File: src/hw/rtl/bci_pkg.sv
// Shared types, opcodes and constants of the byte-code instruction executor.
`timescale 1ns / 1ps
package bci_pkg;

    // default sizes
    localparam int unsigned MEM_BYTES_DEF = 65536;
    localparam int unsigned NUM_REGS_DEF  = 16;

    // configuration port address width (three 32-bit registers)
    localparam int unsigned CFG_AW = 4;

    // fixed register roles
    localparam int unsigned ADDR_REG = 8;   // base of load/store addresses
    localparam int unsigned TTY_REG  = 1;   // console byte source
    localparam int unsigned LINK_REG = 3;   // jal return address

    // encoded instruction lengths in bytes
    localparam logic [31:0] LEN_MEM = 32'd6;
    localparam logic [31:0] LEN_ADD = 32'd4;
    localparam logic [31:0] LEN_IMM = 32'd7;
    localparam logic [31:0] LEN_SYS = 32'd2;
    localparam logic [31:0] LEN_BAD = 32'd1;
    localparam logic [31:0] LEN_JAL = 32'd5;

    localparam logic [31:0] SYS_WRITE_RST = 32'd1;

    typedef enum logic [4:0] {
        FN_LW   = 5'd0,
        FN_LB   = 5'd2,
        FN_LI   = 5'd3,
        FN_SW   = 5'd4,
        FN_SB   = 5'd6,
        FN_ADD  = 5'd8,
        FN_ADDI = 5'd9,
        FN_BLT  = 5'd13,
        FN_BGT  = 5'd14,
        FN_BEQ  = 5'd15,
        FN_BNE  = 5'd16,
        FN_J    = 5'd17,
        FN_JR   = 5'd18,
        FN_JAL  = 5'd19,
        FN_SYS  = 5'd20
    } t_func;

    typedef enum logic [1:0] {
        FLT_NONE    = 2'd0,
        FLT_OPCODE  = 2'd1,
        FLT_SYSCALL = 2'd2,
        FLT_ADDR    = 2'd3
    } t_fault;

    typedef enum logic [1:0] {
        REG_JUMP_BASE = 2'd0,
        REG_SYS_EXIT  = 2'd1,
        REG_SYS_WRITE = 2'd2
    } t_cfg_reg;

    typedef struct packed {
        logic [31:0] jump_base;
        logic [31:0] sys_exit_code;
        logic [31:0] sys_write_code;
    } t_cfg;

    // per-bank write enables and a shared read enable for the data memory
    typedef struct packed {
        logic [3:0] we;
        logic       re;
    } t_mem_ctl;

endpackage

File: src/hw/rtl/bci_regs.sv
// Register file: synchronous memory with two read ports, valid bits and shadow copies.
`timescale 1ns / 1ps
module bci_regs #(
    parameter int unsigned NUM_REGS = bci_pkg::NUM_REGS_DEF,
    localparam int unsigned RIDX_W  = $clog2(NUM_REGS)
) (
    input  logic              i_clk,
    input  logic              i_rst_n,
    input  logic              i_re,
    input  logic [RIDX_W-1:0] i_raddr_a,
    input  logic [RIDX_W-1:0] i_raddr_b,
    input  logic              i_we,
    input  logic [RIDX_W-1:0] i_waddr,
    input  logic [31:0]       i_wdata,
    output logic [31:0]       o_rdata_a,
    output logic [31:0]       o_rdata_b,
    output logic [31:0]       o_reg_addr,
    output logic [31:0]       o_reg_tty
);
    import bci_pkg::*;

    localparam logic [RIDX_W-1:0] IDX_ADDR = RIDX_W'(ADDR_REG % NUM_REGS);
    localparam logic [RIDX_W-1:0] IDX_TTY  = RIDX_W'(TTY_REG % NUM_REGS);

    logic [31:0]         r_mem [NUM_REGS];
    logic [NUM_REGS-1:0] r_valid;
    logic [31:0]         r_q_a;
    logic [31:0]         r_q_b;
    logic                r_ok_a;
    logic                r_ok_b;
    logic                r_byp_a;
    logic                r_byp_b;
    logic [31:0]         r_byp_data;
    logic [31:0]         r_reg_addr;
    logic [31:0]         r_reg_tty;

    // storage array: one write, two registered reads
    always_ff @(posedge i_clk) begin
        if (i_we) begin
            r_mem[i_waddr] <= i_wdata;
        end
        if (i_re) begin
            r_q_a      <= r_mem[i_raddr_a];
            r_q_b      <= r_mem[i_raddr_b];
            r_byp_data <= i_wdata;
        end
    end

    // written-entry flags, same-edge write bypass and shadows of fixed-role registers
    always_ff @(posedge i_clk) begin
        if (!i_rst_n) begin
            r_valid    <= '0;
            r_ok_a     <= 1'b0;
            r_ok_b     <= 1'b0;
            r_byp_a    <= 1'b0;
            r_byp_b    <= 1'b0;
            r_reg_addr <= '0;
            r_reg_tty  <= '0;
        end else begin
            if (i_re) begin
                r_ok_a  <= r_valid[i_raddr_a];
                r_ok_b  <= r_valid[i_raddr_b];
                r_byp_a <= i_we && (i_waddr == i_raddr_a);
                r_byp_b <= i_we && (i_waddr == i_raddr_b);
            end
            if (i_we) begin
                r_valid[i_waddr] <= 1'b1;
                if (i_waddr == IDX_ADDR) begin
                    r_reg_addr <= i_wdata;
                end
                if (i_waddr == IDX_TTY) begin
                    r_reg_tty <= i_wdata;
                end
            end
        end
    end

    // never-written entries read as zero
    assign o_rdata_a  = r_byp_a ? r_byp_data : (r_ok_a ? r_q_a : '0);
    assign o_rdata_b  = r_byp_b ? r_byp_data : (r_ok_b ? r_q_b : '0);
    assign o_reg_addr = r_reg_addr;
    assign o_reg_tty  = r_reg_tty;
endmodule

File: config.mk
export PLATFORM = sky130hd
export DESIGN_NAME = bci_regs
export DESIGN_NICKNAME = d
export VERILOG_FILES = /design/src/hw/rtl/bci_pkg.sv /design/src/hw/rtl/bci_regs.sv
export SDC_FILE = /design/constraint.sdc
export NUM_CORES = 1
export LEC_CHECK = 0
export ABC_CLOCK_PERIOD_IN_PS = 4850
export BUFFER_PORTS_ARGS = -buffer_cell sky130_fd_sc_hd__buf_2
export CAP_MARGIN = 20
export CORE_ASPECT_RATIO = 2
export CORE_MARGIN = 3
export CORE_UTILIZATION = 45
export DETAILED_ROUTE_END_ITERATION = 16
export GPL_ROUTABILITY_DRIVEN = 1
export PLACE_DENSITY_LB_ADDON = 0.05
export SLEW_MARGIN = 25
export SYNTH_ARGS = -nofsm -noshare
export SYNTH_HDL_FRONTEND = slang
export SYNTH_SLANG_ARGS = --single-unit
File: constraint.sdc
create_clock -name i_clk -period 4.85 [get_ports i_clk]
set_input_delay 0.485 -clock i_clk [delete_from_list [all_inputs] [get_ports i_clk]]
set_output_delay 0.485 -clock i_clk [all_outputs]
set_load 0.02 [all_outputs]
* Word level (Yosys, flattened, before mapping) *
Memories as Yosys holds them, arrays and structs flattened. A register that Yosys moved wholly into a read port is not among the register bits.
Cells that the tools add are included.

storage, ports and cells
  bits in registers = 116
  bits in latches = 0
  memory bits (writable) = 512
  memory bits (read-only) = 0
  word-level logic and storage cells = 35
  memories = 1

cells by class
  $add $sub $neg = 0
  $mul = 0
  divide/modulo/power cells = 0
  magnitude comparators = 4
  eq/ne operators = 4
  shift operators = 0
  multiplexer cells = 12
  bitwise gates (word level) = 1
  reduce and logical (&&, ||, !) cells = 5

memory list
  name   words  width  read ports  clocked after memory_dff  wr ports  line            text
  r_mem  16     32     2           2                         1         bci_regs.sv:25  logic [31:0] r_mem [NUM_REGS];

operator list
  cell                  number
  $mux W32              4
  $or A16 B16 Y16       1
  $lt A4 B5 Y1 const B  3
  $bmux W1 S4           2
  $eq A4 B4 Y1          2
  $mux W1               5
  $demux W1 S4          1
  $eq A4 B1 Y1 const B  1
  $eq A4 B4 Y1 const B  1
  $ge A4 B1 Y1 const B  1
  $reduce_and A2 Y1     2
  $logic_and A1 B1 Y1   3

* Longest topological paths before layout *
  depth after elaboration = 5
  depth in mapped cells = 8
  gate-level depth less buffers = 5

* Worst setup path before layout *
No wires, ideal clock.

  path type = input to register
  start = input i_waddr[3]
  end = memory r_mem[0][0] (enable)
  arrival = 3173 ps
  data required time = 4386 ps
  setup slack = 1213 ps
  stages on the path = 2
  cells stage by stage = or3b_1 nor3_1

RTL lines
  item         line            text
  from (decl)  bci_regs.sv:13  input logic [RIDX_W-1:0] i_waddr,
  to (decl)    bci_regs.sv:25

No word-level cell before the write port.

* Final worst setup path *
  start = register r_byp_b
  end = output o_rdata_b[23]

on the way
  cells in the longest elaborated chain, start to end = 1

ends and longest elaborated chain
  item                    line            text
  from (decl)             bci_regs.sv:32  logic r_byp_b;
  from (signal assigned)  bci_regs.sv:64  r_byp_b <= i_we && (i_waddr == i_raddr_b);
  $mux W32                bci_regs.sv:80  assign o_rdata_b = r_byp_b ? r_byp_data : (r_ok_b ? r_q_b : '0);
  to (decl)               bci_regs.sv:16  output logic [31:0] o_rdata_b,

No other way between the ends.

==> reports/metrics.cfg <==
[drt]
drt-met1-wl_um=33600
vias=16200
wl_met2_um=46200
drc=0
viasPerCell=6.30
highest_layer=met4
drtAntennaViolNets=0
wl_per_cell_um=33.5
drtIter0Drc=1373
drt_first_pass_iters=6
finalWirelength_um=86300
dr_wl_met3_um=4510

[worst_setup_path]
crit_path_start_kind=register
cp.required_ns=4.37
critPathCaptureType=output port
critPathMaxFanout=20
critical_path.startpoint=r_byp_b
r2r_setup_slack_ns=3.15
crit_type=register to output port
reg2reg_from=r_mem[1][6]
arrival_ns=2.54

[die]
core_area_um2=65900
start_util=0.455
die-area_um2=70000
ios=176
die_x_um=189
rows=133
die_h_um=371

[final_layout]
syn2layout_area_growth_pct=14.4
drive_gt1_frac=0.395
regArea_um2=19900
nNetsFinal=1687
fill_cells=5333
multi_input_area_um2=9510
finalNonFillerCells=2571

[cts]
clock_sinks=692
cts-root-buf=clkbuf_16
cts_buffers=66
clkLatencyLatePin_ns=0.61
htree_levels=3
cts_tree=built
ctsResizeCount=0
clock_path_buffers=3
clkTransAtPathRegs_ns=0.06
cts_setup_buffers=0
hold_buffers=0

[grt]
grt_pass1_vias=17500
antenna_found_initial=2
grt-ovfl-total=0
grt_first_pass_wirelength_um=124000
grt_max_degree=88
grt_use_total=0.251

[timing]
fmax_mhz=331
setup_ws_ns=1.82
hold_violations=0
worst_pin_slew_ns=1.09
rsz0062_at_grt=false
slew_headroom=0.271
finalSetupTns_ns=0
period_share=0.624
slew_viol_final=0
fin_skew_ns=0.0181
whs_ns=0.243
finalSetupViolCount=0
min_period_ns=3.03

[placed_design]
placed_cells=2447
dp_slack_ns=1.64
port_buffers=175
gp_congestion=0.760
dp_hpwl_um=49500

[yosys]
synthTopCellsByArea=edfxtp_1 (61%), mux4_2 (24%), dfxtp_1 (5.6%), a22o_1 (1.9%), nand2_1 (1.6%)
yosysUniqueCellTypes=31
yosysTopAreaCell=edfxtp_1
yosysSeqAreaShare=0.664
synth_top_flop_cell=edfxtp_1
syn_avg_cell_area_um2=20.5
yosys_warnings=0
synth_edf_count=608
synth.most_common_cell=edfxtp_1
async_flop_share=0
synthCells=1466
netlist.area_leader.share=0.608
synth_nets=1514
syn_area_um2=30000
synthTopCellsByCount=edfxtp_1 (608), mux4_2 (322), nand2_1 (130)
ys_seq_elements=692

[job]
maxCapViolCount=0

[worst_hold_path]
hp-start=i_we
hold_class=input port to register

[power_and_ir_drop]
leakagePower_nw=11.3
p_per_area_nw_per_um2=387
ir_drop_mv=0.283

[run_status]
status=finished, final reports clean

[routing by layer]
layer | GRT usage | vias to the layer above
li1 | - | 6556
met5 | 0 | -
met3 | 0.0424 | 130
met2 | 0.452 | 600
met4 | 0.0680 | 0
met1 | 0.315 | 8914
[cell usage in the layout (no fill, tap or decap), types with 4 or more instances in the layout]
| cell type | Yosys | layout |
|---|---|---|
| edfxtp_1 | 608 | 608 |
| mux4_2 | 322 | 322 |
| buf_2 | 23 | 166 |
| nand2_1 | 130 | 130 |
| dfxtp_1 | 84 | 82 |
| clkbuf_16 | 0 | 75 |
| a22o_1 | 64 | 64 |
| a21boi_0 | 54 | 54 |
| buf_4 | 1 | 42 |
| o21a_1 | 16 | 16 |
| clkinv_2 | 0 | 12 |
| a21boi_1 | 12 | 12 |
| clkbuf_1 | 47 | 12 |
| nor2_4 | 0 | 11 |
| bufinv_16 | 0 | 9 |
| buf_12 | 2 | 7 |
| mux4_1 | 6 | 6 |
| xor2_1 | 6 | 6 |
| clkbuf_8 | 0 | 6 |
| nand2b_1 | 4 | 4 |
| mux2i_1 | 4 | 4 |
| nor3_1 | 7 | 4 |
| clkinv_1 | 1 | 4 |
[registers in the layout, summed over array words and instances, names as in the netlist]
name        flops
o_reg_tty      32
o_reg_addr     32
r_q_a          32
r_byp_data     32
r_byp_b         1
r_valid        16
r_ok_b          1
r_byp_a         1
r_q_b          32
r_ok_a          1
r_mem         512
[worst max-delay path, stage by stage, from the launching register on]
cell and delay, ns:
dfxtp_2 0.83, buf_4 0.53, a22o_1 0.34, buf_2 0.21
[worst paths after layout]
check / endpoint / cells after the start
worst min register to register: o_reg_addr[21] / 2
worst min-delay path: r_byp_a / 3
worst max register to register: r_q_b[6] / 2
worst max-delay path: o_rdata_b[23] / 3
[stage by stage]
step / instance area, um2 / utilization / total power [mW]
after detailed placement: 31900 / 0.485 / 7.79
after global placement: 31900 / 0.484 / 7.77
after global routing: 34300 / 0.521 / 13.7
after CTS: 34300 / 0.521 / 13.4
after floorplan: 30000 / - / 7.43
final: 34300 / 0.521 / 13.3
[cells by family after synthesis]
family | share of synthesized area
AOI/OAI and AO/OA | 0.0398
and+or+nand+nor | 0.0226
xor gates and xnor gates | 0.00233
buffers and inverters | 0.0228
muxes | 0.248
DFF | 0.664
[power by group]
| group | internal, mW | switching, mW | leakage [nW] |
|---|---|---|---|
| registers | 6.67 | 0.0748 | 6.24 |
| logic | 0.407 | 0.497 | 3.90 |
| clock network | 3.35 | 2.28 | 1.16 |
[layout make-up]
type                       count  share of cell area
antenna                        2            0.000146
tap                          877              0.0319
clock inverter                30              0.0115
inverter                       2            0.000255
sequential                   692               0.581
clock buffer                  91              0.0576
multi-input combinational    655               0.277
timing repair buffer         222              0.0413
Note: power is estimated with default switching activity, not from simulation.
