## src/hw/rtl/bci_pkg.sv

```systemverilog
// Shared types, opcodes and constants of the byte-code instruction executor.
`timescale 1ns / 1ps
package bci_pkg;

    // default sizes
    localparam int unsigned MEM_BYTES_DEF = 65536;
    localparam int unsigned NUM_REGS_DEF  = 16;

    // configuration port address width (three 32-bit registers)
    localparam int unsigned CFG_AW = 4;

    // fixed register roles
    localparam int unsigned ADDR_REG = 8;   // base of load/store addresses
    localparam int unsigned TTY_REG  = 1;   // console byte source
    localparam int unsigned LINK_REG = 3;   // jal return address

    // encoded instruction lengths in bytes
    localparam logic [31:0] LEN_MEM = 32'd6;
    localparam logic [31:0] LEN_ADD = 32'd4;
    localparam logic [31:0] LEN_IMM = 32'd7;
    localparam logic [31:0] LEN_SYS = 32'd2;
    localparam logic [31:0] LEN_BAD = 32'd1;
    localparam logic [31:0] LEN_JAL = 32'd5;

    localparam logic [31:0] SYS_WRITE_RST = 32'd1;

    typedef enum logic [4:0] {
        FN_LW   = 5'd0,
        FN_LB   = 5'd2,
        FN_LI   = 5'd3,
        FN_SW   = 5'd4,
        FN_SB   = 5'd6,
        FN_ADD  = 5'd8,
        FN_ADDI = 5'd9,
        FN_BLT  = 5'd13,
        FN_BGT  = 5'd14,
        FN_BEQ  = 5'd15,
        FN_BNE  = 5'd16,
        FN_J    = 5'd17,
        FN_JR   = 5'd18,
        FN_JAL  = 5'd19,
        FN_SYS  = 5'd20
    } t_func;

    typedef enum logic [1:0] {
        FLT_NONE    = 2'd0,
        FLT_OPCODE  = 2'd1,
        FLT_SYSCALL = 2'd2,
        FLT_ADDR    = 2'd3
    } t_fault;

    typedef enum logic [1:0] {
        REG_JUMP_BASE = 2'd0,
        REG_SYS_EXIT  = 2'd1,
        REG_SYS_WRITE = 2'd2
    } t_cfg_reg;

    typedef struct packed {
        logic [31:0] jump_base;
        logic [31:0] sys_exit_code;
        logic [31:0] sys_write_code;
    } t_cfg;

    // per-bank write enables and a shared read enable for the data memory
    typedef struct packed {
        logic [3:0] we;
        logic       re;
    } t_mem_ctl;

endpackage

```

## src/hw/rtl/bci_cfg.sv

```systemverilog
// APB-style configuration registers: jump base and the two syscall codes.
`timescale 1ns / 1ps
module bci_cfg (
    input  logic                        i_clk,
    input  logic                        i_rst_n,
    input  logic                        psel,
    input  logic                        penable,
    input  logic                        pwrite,
    input  logic [bci_pkg::CFG_AW-1:0]  paddr,
    input  logic [31:0]                 pwdata,
    output logic [31:0]                 prdata,
    output logic                        pready,
    output bci_pkg::t_cfg               o_cfg
);
    import bci_pkg::*;

    t_cfg     r_cfg;
    t_cfg_reg sel;
    logic     wr_en;

    assign pready = 1'b1;
    assign sel    = t_cfg_reg'(paddr[3:2]);
    assign wr_en  = psel && penable && pwrite;
    assign o_cfg  = r_cfg;

    // register writes on the access beat
    always_ff @(posedge i_clk) begin
        if (!i_rst_n) begin
            r_cfg.jump_base      <= '0;
            r_cfg.sys_exit_code  <= '0;
            r_cfg.sys_write_code <= SYS_WRITE_RST;
        end else if (wr_en) begin
            unique case (sel)
                REG_JUMP_BASE: r_cfg.jump_base      <= pwdata;
                REG_SYS_EXIT:  r_cfg.sys_exit_code  <= pwdata;
                REG_SYS_WRITE: r_cfg.sys_write_code <= pwdata;
                default: ;
            endcase
        end
    end

    // read mux; unmapped addresses read as zero
    always_comb begin
        unique case (sel)
            REG_JUMP_BASE: prdata = r_cfg.jump_base;
            REG_SYS_EXIT:  prdata = r_cfg.sys_exit_code;
            REG_SYS_WRITE: prdata = r_cfg.sys_write_code;
            default:       prdata = '0;
        endcase
    end
endmodule

```

## config.mk

```make
export PLATFORM = sky130hd
export DESIGN_NAME = bci_cfg
export DESIGN_NICKNAME = d
export VERILOG_FILES = /design/src/hw/rtl/bci_pkg.sv /design/src/hw/rtl/bci_cfg.sv
export SDC_FILE = /design/constraint.sdc
export NUM_CORES = 1
export LEC_CHECK = 0
export ABC_AREA = 0
export BUFFER_PORTS_ARGS = -buffer_cell sky130_fd_sc_hd__buf_2
export CORE_UTILIZATION = 44
export DETAILED_ROUTE_END_ITERATION = 12
export PLACE_DENSITY = 0.76
export SLEW_MARGIN = 30
export SYNTH_ARGS = -nofsm -noshare
export SYNTH_HDL_FRONTEND = slang
export SYNTH_SLANG_ARGS = --single-unit
export TNS_END_PERCENT = 20
```

## constraint.sdc

```tcl
create_clock -name i_clk -period 1.05 [get_ports i_clk]
set_input_delay 0.1575 -clock i_clk [delete_from_list [all_inputs] [get_ports i_clk]]
set_output_delay 0.1575 -clock i_clk [all_outputs]
set_load 0.05 [all_outputs]
```

# Word-level counts from Yosys, hierarchy flattened
# Index checks and enable logic that the tools add are counted.
word_totals:
  ff_bits: 96
  latchBits: 0
  ram_bits: 0
  rom_bits: 0
  inputBits: 41
  out_inout_bits: 129
  wordCells: 12
  memories: 0
op_classes:
  addsub: 0
  n_mul: 0
  n_div: 0
  magnitude_cmp: 0
  eq_ne: 2
  n_shift: 0
  mux: 1
  n_bitwise: 0
  reduce_logical: 6
ops:
  columns: ["op", "n"]
  rows:
  - ["32-bit one-hot mux with 3 select lines", 1]
  - ["2-bit AND reduction", 3]
  - ["2-bit by 1-bit equality test with 1-bit output (second input constant)", 1]
  - ["2-bit equality test (second input constant)", 1]
  - ["1-bit logical AND", 2]
  - ["2-bit zero test", 1]

# Longest topological paths before layout
# Gate-level depths: netlist of run 1.
logic_depth:
  depth_word: 3
  depth_mapped: 7
  depth_no_buf: 3

# Worst setup path after synthesis of run 1
# OpenSTA, ideal clock, no wires.
synth_path:
  path_kind: "register to output"
  startpoint: "reg r_cfg, in the netlist o_cfg[32]"
  endpoint: "out prdata[0]"
  t_arrival_ns: 1.870
  t_required_ns: 0.892
  setup_slack_ns: -0.978
  stages_incl_launch_ff: 3
  path_buffers: 0
  path_cell_list: "dfxtp_1 -> mux2i_1 -> o21ai_0"
synth_between:
  elab_chain_len: 1
synth_rtl:
  columns: ["element", "line", "rtl"]
  rows:
  - ["start: declaration", "bci_cfg.sv:17", "t_cfg r_cfg;"]
  - ["32-bit one-hot mux with 3 select lines", "bci_cfg.sv:44", "unique case (sel)"]
  - ["end: declaration", "bci_cfg.sv:11", "output logic [31:0] prdata,"]
# Every way passes these cells.

# Final worst setup path of run 1
layout_path:
  startpoint: "reg r_cfg, in the netlist o_cfg[11]"
  endpoint: "out prdata[11]"
# Same word-level chain as after synthesis.

==> results of run 1 <==
-- per-stage QoR --
step / worst slack [ns] / setup TNS [ns] / util (%) / instances
2_1_floorplan: -0.0921 / -5.66 / - / 461
3_3_place_gp: -0.315 / -29.05 / 64.2 / 752
3_5_place_dp: -0.354 / -33.16 / 64.2 / 752
4_1_cts: -0.251 / -10.63 / 82.0 / 786
5_1_grt: -0.345 / -16.72 / 88.4 / 814
6_report: -0.338 / -13.13 / 88.4 / 814
-- cells by family (layout without fill, tap and decap cells) --
logic type / after synthesis / in the layout / share of synthesized area [%]
and+or+nand+nor: 165 / 165 / 15.1
other: 1 / 1 / 0.0878
muxes: 127 / 127 / 29.8
buffers and inverters: 39 / 263 / 6.09
DFF: 96 / 96 / 45.0
AOI/OAI and AO/OA: 33 / 33 / 3.93
-- worst max-delay path by stage --
| stage | slack [ns] | to | from |
|---|---|---|---|
| finish | -0.34 | prdata[11] | o_cfg[11]$_SDFFE_PN0P_ |
| global route | -0.35 | prdata[11] | o_cfg[11]$_SDFFE_PN0P_ |
| CTS | -0.25 | prdata[6] | o_cfg[70]$_SDFFE_PN0P_ |
| detailed placement | -0.35 | o_cfg[83]$_SDFFE_PN0P_ | paddr[2] |
| global placement | -0.31 | o_cfg[95]$_SDFFE_PN0P_ | paddr[2] |
| floorplan | -0.09 | prdata[26] | o_cfg[58]$_SDFFE_PN0P_ |
-- layout make-up --
type | instances | area share, %
clock inverters | 6 | 0.577
flip-flops and latches | 96 | 26.9
well taps | 129 | 1.96
clock buffers | 10 | 1.81
repair buffers | 246 | 34.1
multi-input cells | 326 | 34.7
inverters | 1 | 0.0455
-- worst max-delay path: cells and delay by family (launching register included) --
family | cells | cell delay, ns
AND/OR/NAND/NOR | 1 | 0.17
AO/OA/AOI/OAI | 1 | 0.13
flip-flops | 1 | 0.39
buffers and inverters | 1 | 0.19
-- cell usage in the layout, fill, tap and decap left out --
cell type	count
sky130_fd_sc_hd__nand2_1	159
sky130_fd_sc_hd__mux2i_1	95
sky130_fd_sc_hd__buf_6	92
sky130_fd_sc_hd__dfxtp_4	69
sky130_fd_sc_hd__buf_8	65
sky130_fd_sc_hd__buf_4	38
sky130_fd_sc_hd__buf_2	35
sky130_fd_sc_hd__mux2i_4	32
sky130_fd_sc_hd__o21ai_4	32
sky130_fd_sc_hd__dfxtp_2	27
sky130_fd_sc_hd__buf_12	14
sky130_fd_sc_hd__clkbuf_8	9
sky130_fd_sc_hd__inv_6	3
sky130_fd_sc_hd__clkinv_2	2
sky130_fd_sc_hd__buf_16	2
sky130_fd_sc_hd__nor2b_4	1
sky130_fd_sc_hd__and3_2	1
sky130_fd_sc_hd__nor3b_4	1
sky130_fd_sc_hd__nand3b_1	1
sky130_fd_sc_hd__and2_4	1
sky130_fd_sc_hd__inv_1	1
sky130_fd_sc_hd__nand3_1	1
sky130_fd_sc_hd__o211ai_1	1
sky130_fd_sc_hd__conb_1	1
sky130_fd_sc_hd__clkbuf_16	1
sky130_fd_sc_hd__inv_8	1
-- per-layer routing --
metal  GRT usage [%]  vias up  wire, µm
li1                -     1987         -
met1            31.5     2127      6020
met2            55.9      210      9430
met3            5.62       62       864
met4            15.9        0       843
met5               0        -         0
-- report_power, final --
group | switching, W | internal (W) | leakage [nW]
clock network | 0.00144 | 0.00104 | 0.104
logic | 0.000727 | 0.000505 | 2.42
registers | 0.0000659 | 0.00354 | 0.843
-- repair_timing --
| item | 4_1_cts | 5_1_grt |
|---|---|---|
| gates cloned | 2 | 0 |
| buffers inserted | 17 | 28 |
| endpoints found under the setup margin | 128 | 141 |
| hold buffers | 0 | 0 |
| pin swaps | 12 | 4 |
| gates resized for setup | 363 | 106 |
==> results.txt, run 1 <==
----------------------------------------------------
[Worst setup path]
  Critical path fanouts, max ... 3
  Cell breakdown of the critical path ... nand2_1, o21ai_4, buf_6
  Setup crit start kind ... register
  R2r setup slk ... about 0.14 ns
  Slowest CP cell ... sky130_fd_sc_hd__dfxtp_2
  Worst setup EP type ... output pin
  End of the worst register-to-register path ... o_cfg[41]$_SDFFE_PN0P_
  Data required time at the worst endpoint ... around 0.89 ns
  Setup CP Type ... reg -> out
  Arrival time reported for the critical path endpoint ... approximately 1.2 ns
  Largest stage delay, worst path ... between 0.3 and 0.4 ns
  Number of cell instances on the worst register-to-register path ... 4
  Reg2reg start ... o_cfg[41]$_SDFFE_PN0P_

[CTS]
  Worst skew pair latency ... 0.36 ns
  Number of buffers on the longest clock path ... 2
  Clock net sink count ... 96
  CTS Buf Count ... 9
  Clock transition at the registers of the reported paths ... about 0.11 ns
  Clock tree from TritonCTS ... yes
  H-tree levels ... 3
  Root buf cell ... sky130_fd_sc_hd__clkbuf_8

[Synth]
  Number of distinct library cells after synthesis ... 18
  Sequential share of the synthesized area ... 45.0%
  Number of warning messages in the yosys log ... 0
  Fraction of synthesis flops using an asynchronous set or reset pin ... 0%
  Share of the synthesized area in the top cell type ... between 40 and 50%
  Post-synth top cells ... sky130_fd_sc_hd__nand2_1 (159), sky130_fd_sc_hd__mux2i_1 (127), sky130_fd_sc_hd__dfxtp_1 (96), sky130_fd_sc_hd__o21ai_0 (32), sky130_fd_sc_hd__clkbuf_1 (18)
  Syn Nets ... between 500 and 600
  Count of state elements after synthesis ... 96
  Mean Syn Cell Area ... 9.26 µm²
  Cells after synthesis ... 461
  Summed instance area of the synthesized netlist ... between 4000 and 5000 µm²
  Top cell type by total area after synthesis ... sky130_fd_sc_hd__dfxtp_1
  Leading cell type by number of instances after synthesis ... sky130_fd_sc_hd__nand2_1
  Ys flop type ... sky130_fd_sc_hd__dfxtp_1
  Synth top area cells ... sky130_fd_sc_hd__dfxtp_1 (45%), sky130_fd_sc_hd__mux2i_1 (30%), sky130_fd_sc_hd__nand2_1 (14%), sky130_fd_sc_hd__o21ai_0 (3.8%), sky130_fd_sc_hd__clkbuf_1 (1.6%)
  Number of synthesized flops with an enable pin ... 0

[Timing]
  Setup Viol. Count Final ... between 90 and 100
  Setup ws final ... -0.338 ns
  Highest Clock Rate ... 0.720 GHz
  Slew @ Worst Pin ... 0.506 ns
  Shortest period the worst path allows ... 1.39 ns
  Fin. Hold Viols ... 0
  Pins Over Slew Limit ... 0
  Slew Limit Headroom ... approximately 66%
  Final critical-path share of the clock period ... 132%
  Setup repair after global routing missed its margin ... true
  Worst hold-check slack ... ~0.074 ns
  Clk_skew ... 0 ns

[Final layout]
  Largest register FFs ... 96
  Finished Cell Area ... 8250 µm²
  # fillers ... roughly 370
  Share of layout cells above drive strength 1 ... ~62%
  Multi-input combinational cell area ... around 2900 µm²
  Post-synthesis to final-layout area growth ... 93.1%
  Sequential Area ... around 2200 µm²
  Number of diodes added for antenna fixing ... 0
  Net total in the final layout ... about 720

[Worst hold path]
  Hold path cells ... 3
  Startpoint of the tightest hold check path ... pwdata[0]
  Worst hold-check path type ... in -> reg
  Endpoint with the worst hold slack ... o_cfg[0]$_SDFFE_PN1P_

[Placement]
  Placed inst area ... ~6000 µm²
  Number of buffers inserted by port buffering ... roughly 170
  Estimated wirelength of the detail-placed design ... 8260 µm
  Placer's final routability congestion estimate ... a little under 0.8

[Drt]
  Number of design-rule violations left by the first detailed-router iteration ... 169
  Number of vias per cell after detailed routing ... approximately 5.4
  First-pass detailed-route iteration total ... 5
  Antenna violation net count after detailed routing ... 0
  DR WL/cell ... approximately 21 µm
  Wire length after detailed routing ... around 17000 µm
  DRC violations left ... 0
  Via count ... 4386

[Power and ir drop]
  Pwr/cell area ... between 800 and 900 nW/µm²
  IR drop worst, VDD ... 622 µV
  Leak Pwr ... 3.37 nW
  Design Power ... about 0.0073 W

[Global route]
  Pin count of the biggest net entering global routing ... 57
  Vias in the first global route ... 4488
  Number of antenna violations at the first check in global routing ... 0
  GRT Overall Usage ... between 20% and 30%
  First-pass GRT wire length ... about 23000 µm
  Congestion Overflow GR ... 0

[Floorplan]
  DIE WIDTH ... between 100 and 150 µm
  Initial core utilization ... a little under half
  Die outline area ... between 10000 and 15000 µm²
  Die Height ... 101 µm
  Floorplan core area ... about 9300 µm²
  Ports ... 170
  Standard-cell row count ... 35

[Job]
  Reported max-cap violation count ... 0

[Run status]
  Outcome ... finished, violations left
  Failing checks ... negative setup slack

----------------------------------------------------
(Power assumes the default switching activity.)
==> run 2: changes to the inputs <==
Settings changed: CORE_UTILIZATION 44 to 45, CTS_BUF_LIST set to sky130_fd_sc_hd__clkbuf_2, PLACE_DENSITY 0.76 to 0.78.
==> results.txt, run 2 (same netlist as run 1, synthesis figures left out) <==
----------------------------------------------------
[Placement]
  Number of placed instances, taps included ... 736 (was 752)
  Estimated wirelength of the detail-placed design ... 8440 µm (was 8260 µm)
  Placed inst area ... 5920 µm² (was 5990 µm²)
  Number of buffers inserted by port buffering ... 166 (unchanged)
  Placer's final routability congestion estimate ... 0.802 (was 0.784)

[CTS]
  Clock transition at the registers of the reported paths ... 0.31 ns (was 0.11 ns)
  Root buf cell ... sky130_fd_sc_hd__clkbuf_2 (was sky130_fd_sc_hd__clkbuf_8)
  H-tree levels ... 3 (unchanged)
  Worst skew pair latency ... 0.57 ns (was 0.36 ns)
  CTS Buf Count ... 9 (unchanged)
  Number of buffers on the longest clock path ... 2 (unchanged)
  Clock net sink count ... 96 (unchanged)
  Clock tree from TritonCTS ... yes (unchanged)

[Worst setup path]
  Worst setup EP type ... output pin (unchanged)
  Setup CP Type ... reg -> out (unchanged)
  Critical path fanouts, max ... 2 (was 3)
  Data required time at the worst endpoint ... 0.89 ns (about the same)
  Setup crit start kind ... register (unchanged)
  Arrival time reported for the critical path endpoint ... 1.46 ns (was 1.23 ns)

[Power and ir drop]
  IR drop worst, VDD ... 522 µV (was 622 µV)
  Part of the power in registers ... 50.7% (was 49.2%)
  Part of the total power dissipated in the clock network ... 31.1% (was 33.9%)
  Internal power ... 0.00489 W (was 0.00509 W)
  Net Sw Frac ... 31.1% (was 30.5%)
  Net switching power ... 0.00220 W (was 0.00223 W)
  Power share of the combinational group ... 18.2% (was 16.8%)
  Leak Pwr ... 3.46 nW (was 3.37 nW)
  Pwr/cell area ... 842 nW/µm² (was 887 nW/µm²)
  Design Power ... 0.00709 W (was 0.00732 W)

[Floorplan]
  Ports ... 170 (unchanged)
  DIE WIDTH ... 99.4 µm (was 101 µm)
  Floorplan core area ... 9200 µm² (was 9330 µm²)
  Die outline area ... 9880 µm² (was 10100 µm²)
  Standard-cell row count ... 35 (unchanged)
  Die Height ... 99.4 µm (was 101 µm)
  Initial core utilization ... 46.4% (was 45.8%)

[Global route]
  Number of antenna violations at the first check in global routing ... 0 (unchanged)
  Vias in the first global route ... 4847 (was 4488)
  GRT Overall Usage ... 34.1% (was 29.8%)
  Congestion Overflow GR ... 0 (unchanged)
  Pin count of the biggest net entering global routing ... 57 (unchanged)
  First-pass GRT wire length ... 25800 µm (was 22900 µm)

[Final layout]
  Number of diodes added for antenna fixing ... 0 (unchanged)
  Most frequent cells in the layout ... sky130_fd_sc_hd__nand2_1 (158), sky130_fd_sc_hd__mux2i_1 (95), sky130_fd_sc_hd__buf_6 (87) (was sky130_fd_sc_hd__nand2_1 (159), sky130_fd_sc_hd__mux2i_1 (95), sky130_fd_sc_hd__buf_6 (92))
  Largest register FFs ... 96 (unchanged)
  Share of layout cells above drive strength 1 ... 59.6% (was 62.2%)
  Net total in the final layout ... 757 (was 721)
  Post-synthesis to final-layout area growth ... 97.3% (was 93.1%)
  Finished Cell Area ... 8430 µm² (was 8250 µm²)
  Count of non-filler cells in the finished layout ... 832 (was 814)
  Commonest non-fill, non-tap cell in the layout ... sky130_fd_sc_hd__nand2_1 (unchanged)

[Timing]
  Clk_skew ... 0 ns (unchanged)
  Fin. Hold Viols ... 0 (unchanged)
  Setup repair after global routing missed its margin ... true (unchanged)
  Setup Viol. Count Final ... 128 (was 96)
  Worst hold-check slack ... 0.0116 ns (was 0.0741 ns)
  Setup ws final ... -0.571 ns (was -0.338 ns)
  Final critical-path share of the clock period ... 154% (was 132%)
  Pins Over Slew Limit ... 0 (unchanged)
  Shortest period the worst path allows ... 1.62 ns (was 1.39 ns)
  Highest Clock Rate ... 0.617 GHz (was 0.720 GHz)

[Run status]
  Outcome ... finished, violations left (unchanged)
  Failing checks ... negative setup slack (unchanged)

[Drt]
  DR WL/cell ... 22.9 µm (was 21.1 µm)
  Wire length after detailed routing ... 19000 µm (was 17100 µm)
  DRC violations left ... 0 (unchanged)
  Antenna violation net count after detailed routing ... 0 (unchanged)
  Number of vias per cell after detailed routing ... 5.67 (was 5.39)
  Number of design-rule violations left by the first detailed-router iteration ... 175 (was 169)
  First-pass detailed-route iteration total ... 5 (unchanged)
  Via count ... 4719 (was 4386)

[Worst hold path]
  Worst hold-check path type ... in -> reg (unchanged)

[Job]
  Reported max-cap violation count ... 0 (unchanged)

----------------------------------------------------
-- run 2: cell type report --
type	count	area [µm²]
Timing Repair Buffer	282	3050
Clock buffer	9	45.0
Multi-Input combinational cell	326	2850
Inverter	1	3.75
Tap cell	111	139
Fill cell	317	771
Sequential cell	96	2240
Clock inverter	7	101
-- run 2: layer usage --
metal	wire length (µm)	part of all wire (%)	global-route usage [%]	up-vias
met4	1470	7.7	21.4	0
met5	0	0	0	-
li1	-	-	-	2049
met1	6300	33	35.0	2260
met2	10200	54	64.0	295
met3	1030	5.4	6.11	115
-- run 2: path summary, 6_finish.rpt --
path | start | end | slack [ns] | cells past startpoint
hold reg to reg | o_cfg[8]$_SDFFE_PN0P_ | o_cfg[8]$_SDFFE_PN0P_ | 0.51 | 2
setup reg to reg | o_cfg[76]$_SDFFE_PN0P_ | o_cfg[76]$_SDFFE_PN0P_ | 0.14 | 3
setup / recovery | o_cfg[84]$_SDFFE_PN0P_ | prdata[20] | -0.57 | 3
hold / removal | i_rst_n | o_cfg[88]$_SDFFE_PN0P_ | 0.01 | 4
-- run 2: critical path, cell delays in order, from the launching register on --
cell and delay [ns]:
sky130_fd_sc_hd__dfxtp_4 0.43, sky130_fd_sc_hd__mux2i_4 0.20, sky130_fd_sc_hd__o21ai_4 0.07, sky130_fd_sc_hd__buf_6 0.15
-- run 2: power groups by stage --
stage          sequential [W]  combinational (W)  clock, W
2_1_floorplan         0.00389           0.000479         0
3_3_place_gp          0.00373           0.000877         0
3_5_place_dp          0.00373           0.000895         0
4_1_cts               0.00366            0.00118   0.00215
5_1_grt               0.00360            0.00134   0.00237
6_report              0.00359            0.00129   0.00220
-- run 2: what timing repair did --
item,4_1_cts,5_1_grt
pin swaps,7,7
resized for setup,371,103
gates cloned,0,0
setup endpoints to repair,128,128
hold endpoints to repair,96,0
buffers inserted,33,17
hold buffers,32,0
-- run 2: stage by stage --
step                      setup TNS, ns  utilization [%]  worst slack [ns]
final                            -49.96             91.6            -0.571
after global routing             -56.06             91.6            -0.623
after CTS                        -45.02             86.0            -0.532
after detailed placement         -27.20             64.4            -0.327
after global placement           -25.48             64.4            -0.319
after floorplan                   -5.66                -           -0.0921
==> run 3: changes to the inputs <==
Settings changed: GPL_TIMING_DRIVEN set to 0.
==> results.txt, run 3 (same netlist as run 1, synthesis figures left out) <==
----------------------------------------------------
[Floorplan]
  Die Height ... 99.4 µm (unchanged)
  DIE WIDTH ... 99.4 µm (unchanged)
  Standard-cell row count ... 35 (unchanged)
  Floorplan core area ... 9200 µm² (unchanged)
  Initial core utilization ... 46.4% (unchanged)
  Die outline area ... 9880 µm² (unchanged)
  Ports ... 170 (unchanged)

[Job]
  Reported max-cap violation count ... 0 (unchanged)

[CTS]
  Clock transition at the registers of the reported paths ... 0.31 ns (about the same)
  Clock tree from TritonCTS ... yes (unchanged)
  CTS Buf Count ... 9 (unchanged)
  Worst skew pair latency ... 0.56 ns (was 0.57 ns)
  Root buf cell ... sky130_fd_sc_hd__clkbuf_2 (unchanged)
  Clock net sink count ... 96 (unchanged)
  H-tree levels ... 3 (unchanged)
  Number of buffers on the longest clock path ... 2 (unchanged)

[Final layout]
  Multi-input combinational cell area ... 2840 µm² (was 2850 µm²)
  Share of layout cells above drive strength 1 ... 57.8% (was 59.6%)
  # fillers ... 345 (was 317)
  Most frequent cells in the layout ... sky130_fd_sc_hd__nand2_1 (159), sky130_fd_sc_hd__mux2i_1 (95), sky130_fd_sc_hd__buf_6 (85) (was sky130_fd_sc_hd__nand2_1 (158), sky130_fd_sc_hd__mux2i_1 (95), sky130_fd_sc_hd__buf_6 (87))
  Count of non-filler cells in the finished layout ... 839 (was 832)
  Post-synthesis to final-layout area growth ... 96.4% (was 97.3%)
  Net total in the final layout ... 763 (was 757)
  Commonest non-fill, non-tap cell in the layout ... sky130_fd_sc_hd__nand2_1 (unchanged)
  Finished Cell Area ... 8390 µm² (was 8430 µm²)
  Sequential Area ... 2230 µm² (was 2240 µm²)
  Largest register FFs ... 96 (unchanged)

[Placement]
  Estimated wirelength of the detail-placed design ... 9080 µm (was 8440 µm)
  Placed inst area ... 5850 µm² (was 5920 µm²)
  Number of placed instances, taps included ... 736 (unchanged)
  Number of buffers inserted by port buffering ... 164 (was 166)
  Placer's final routability congestion estimate ... 0.779 (was 0.802)
  Setup slack after placement ... -0.435 ns (was -0.327 ns)

[Run status]
  Failing checks ... negative setup slack (unchanged)
  Outcome ... finished, violations left (unchanged)

[Worst setup path]
  Setup crit start kind ... register (unchanged)
  Worst setup EP type ... output pin (unchanged)
  Setup CP Type ... reg -> out (unchanged)
  Arrival time reported for the critical path endpoint ... 1.48 ns (was 1.46 ns)
  Bufs and invs on worst path ... 1 (unchanged)
  Cell breakdown of the critical path ... mux2i_4, o21ai_4, buf_6 (unchanged)
  Critical path fanouts, max ... 2 (unchanged)
  Data required time at the worst endpoint ... 0.89 ns (about the same)
  Largest stage delay, worst path ... 0.43 ns (about the same)
  Largest delay share family, worst path ... flip-flops (unchanged)
  Critical Path Source ... o_cfg[64]$_SDFFE_PN0P_ (was o_cfg[84]$_SDFFE_PN0P_)
  Reg2reg start ... o_cfg[64]$_SDFFE_PN0P_ (was o_cfg[76]$_SDFFE_PN0P_)
  Slowest CP cell ... sky130_fd_sc_hd__dfxtp_4 (unchanged)

[Global route]
  Number of antenna violations at the first check in global routing ... 0 (unchanged)
  Pin count of the biggest net entering global routing ... 17 (was 57)
  GRT Overall Usage ... 35.9% (was 34.1%)
  Vias in the first global route ... 4995 (was 4847)
  Congestion Overflow GR ... 0 (unchanged)
  First-pass GRT wire length ... 26900 µm (was 25800 µm)

[Worst hold path]
  Startpoint of the tightest hold check path ... penable (was i_rst_n)
  Worst hold-check path type ... in -> reg (unchanged)

[Power and ir drop]
  IR drop worst, VDD ... 765 µV (was 522 µV)
  Pwr/cell area ... 846 nW/µm² (was 842 nW/µm²)
  Design Power ... 0.00710 W (was 0.00709 W)
  Leak Pwr ... 3.42 nW (was 3.46 nW)

[Timing]
  Shortest period the worst path allows ... 1.64 ns (was 1.62 ns)
  Slew @ Worst Pin ... 0.700 ns
  Fin. Hold Viols ... 0 (unchanged)
  Setup repair after global routing missed its margin ... true (unchanged)
  Final critical-path share of the clock period ... 156% (was 154%)
  Clk_skew ... 0 ns (unchanged)
  Worst hold-check slack ... 0.0757 ns (was 0.0116 ns)
  Setup Viol. Count Final ... 128 (unchanged)
  Pins Over Slew Limit ... 0 (unchanged)
  Slew Limit Headroom ... 53.3%
  Highest Clock Rate ... 0.611 GHz (was 0.617 GHz)
  Setup ws final ... -0.587 ns (was -0.571 ns)

[Drt]
  DRC violations left ... 0 (unchanged)
  Number of design-rule violations left by the first detailed-router iteration ... 243 (was 175)
  First-pass detailed-route iteration total ... 6 (was 5)
  Antenna violation net count after detailed routing ... 0 (unchanged)
  Number of vias per cell after detailed routing ... 5.81 (was 5.67)
  DR WL/cell ... 23.9 µm (was 22.9 µm)
  Via count ... 4873 (was 4719)
  Wire length after detailed routing ... 20100 µm (was 19000 µm)

----------------------------------------------------
## run 3: cell types whose count changed in the layout (fill, tap and decap cells not counted), moves of 3 or more
| cell | change |
|---|---|
| sky130_fd_sc_hd__buf_8 | +10 |
| sky130_fd_sc_hd__dfxtp_2 | +6 |
| sky130_fd_sc_hd__dfxtp_4 | -6 |
| sky130_fd_sc_hd__buf_12 | -7 |
| sky130_fd_sc_hd__buf_2 | +4 |
| sky130_fd_sc_hd__buf_4 | -19 |
| sky130_fd_sc_hd__clkbuf_1 | +12 |
| sky130_fd_sc_hd__clkbuf_8 | +3 |
## run 3: path summary, 6_finish.rpt
check / endpoint / slack, ns / cells after the start
max: prdata[0] / -0.59 / 3
min: o_cfg[0]$_SDFFE_PN1P_ / 0.08 / 4
max reg2reg: o_cfg[64]$_SDFFE_PN0P_ / 0.16 / 4
min reg2reg: o_cfg[19]$_SDFFE_PN0P_ / 0.50 / 2
## run 3: cell type report
class	instances	share of cell area, %
plain buffers	38	3.80
inverters	1	0.0447
clock inverters	7	1.13
flip-flops and latches	96	26.6
repair buffers	250	32.4
well taps	111	1.66
diodes	1	0.0298
multi-input cells	326	33.9
clock buffers	9	0.537
## run 3: where the power goes
group / leakage, nW / internal, W / switching, W
logic: 2.50 / 0.000539 / 0.000783
clock network: 0.0823 / 0.000793 / 0.00138
registers: 0.844 / 0.00354 / 0.0000661
total: 3.42 / 0.00487 / 0.00223
## run 3: worst min-delay path, cell delays in order
cell,delay (ns)
sky130_fd_sc_hd__buf_2,0.09
sky130_fd_sc_hd__and3_1,0.19
sky130_fd_sc_hd__nand3_1,0.12
sky130_fd_sc_hd__o211ai_1,0.08
## run 3: layer usage
metal	part of all wire [%]	vias up	global-route usage, %
met5	0	-	0
li1	-	2082	-
met4	7.0	0	17.4
met2	53	321	67.4
met1	34	2360	38.4
met3	6.5	110	7.03
## run 3: what timing repair did
action	4_1_cts	5_1_grt
endpoints found under the hold margin	96	0
pin swaps	9	9
gates resized for setup	390	78
hold buffers	34	0
endpoints found under the setup margin	128	128
buffers inserted	44	8
## run 3: through the flow
step	TNS [ns]	utilization, %
after floorplan	-5.66	-
after global placement	-37.53	63.6
after detailed placement	-39.60	63.6
after CTS	-43.10	87.4
after global routing	-48.68	91.2
final	-44.36	91.2
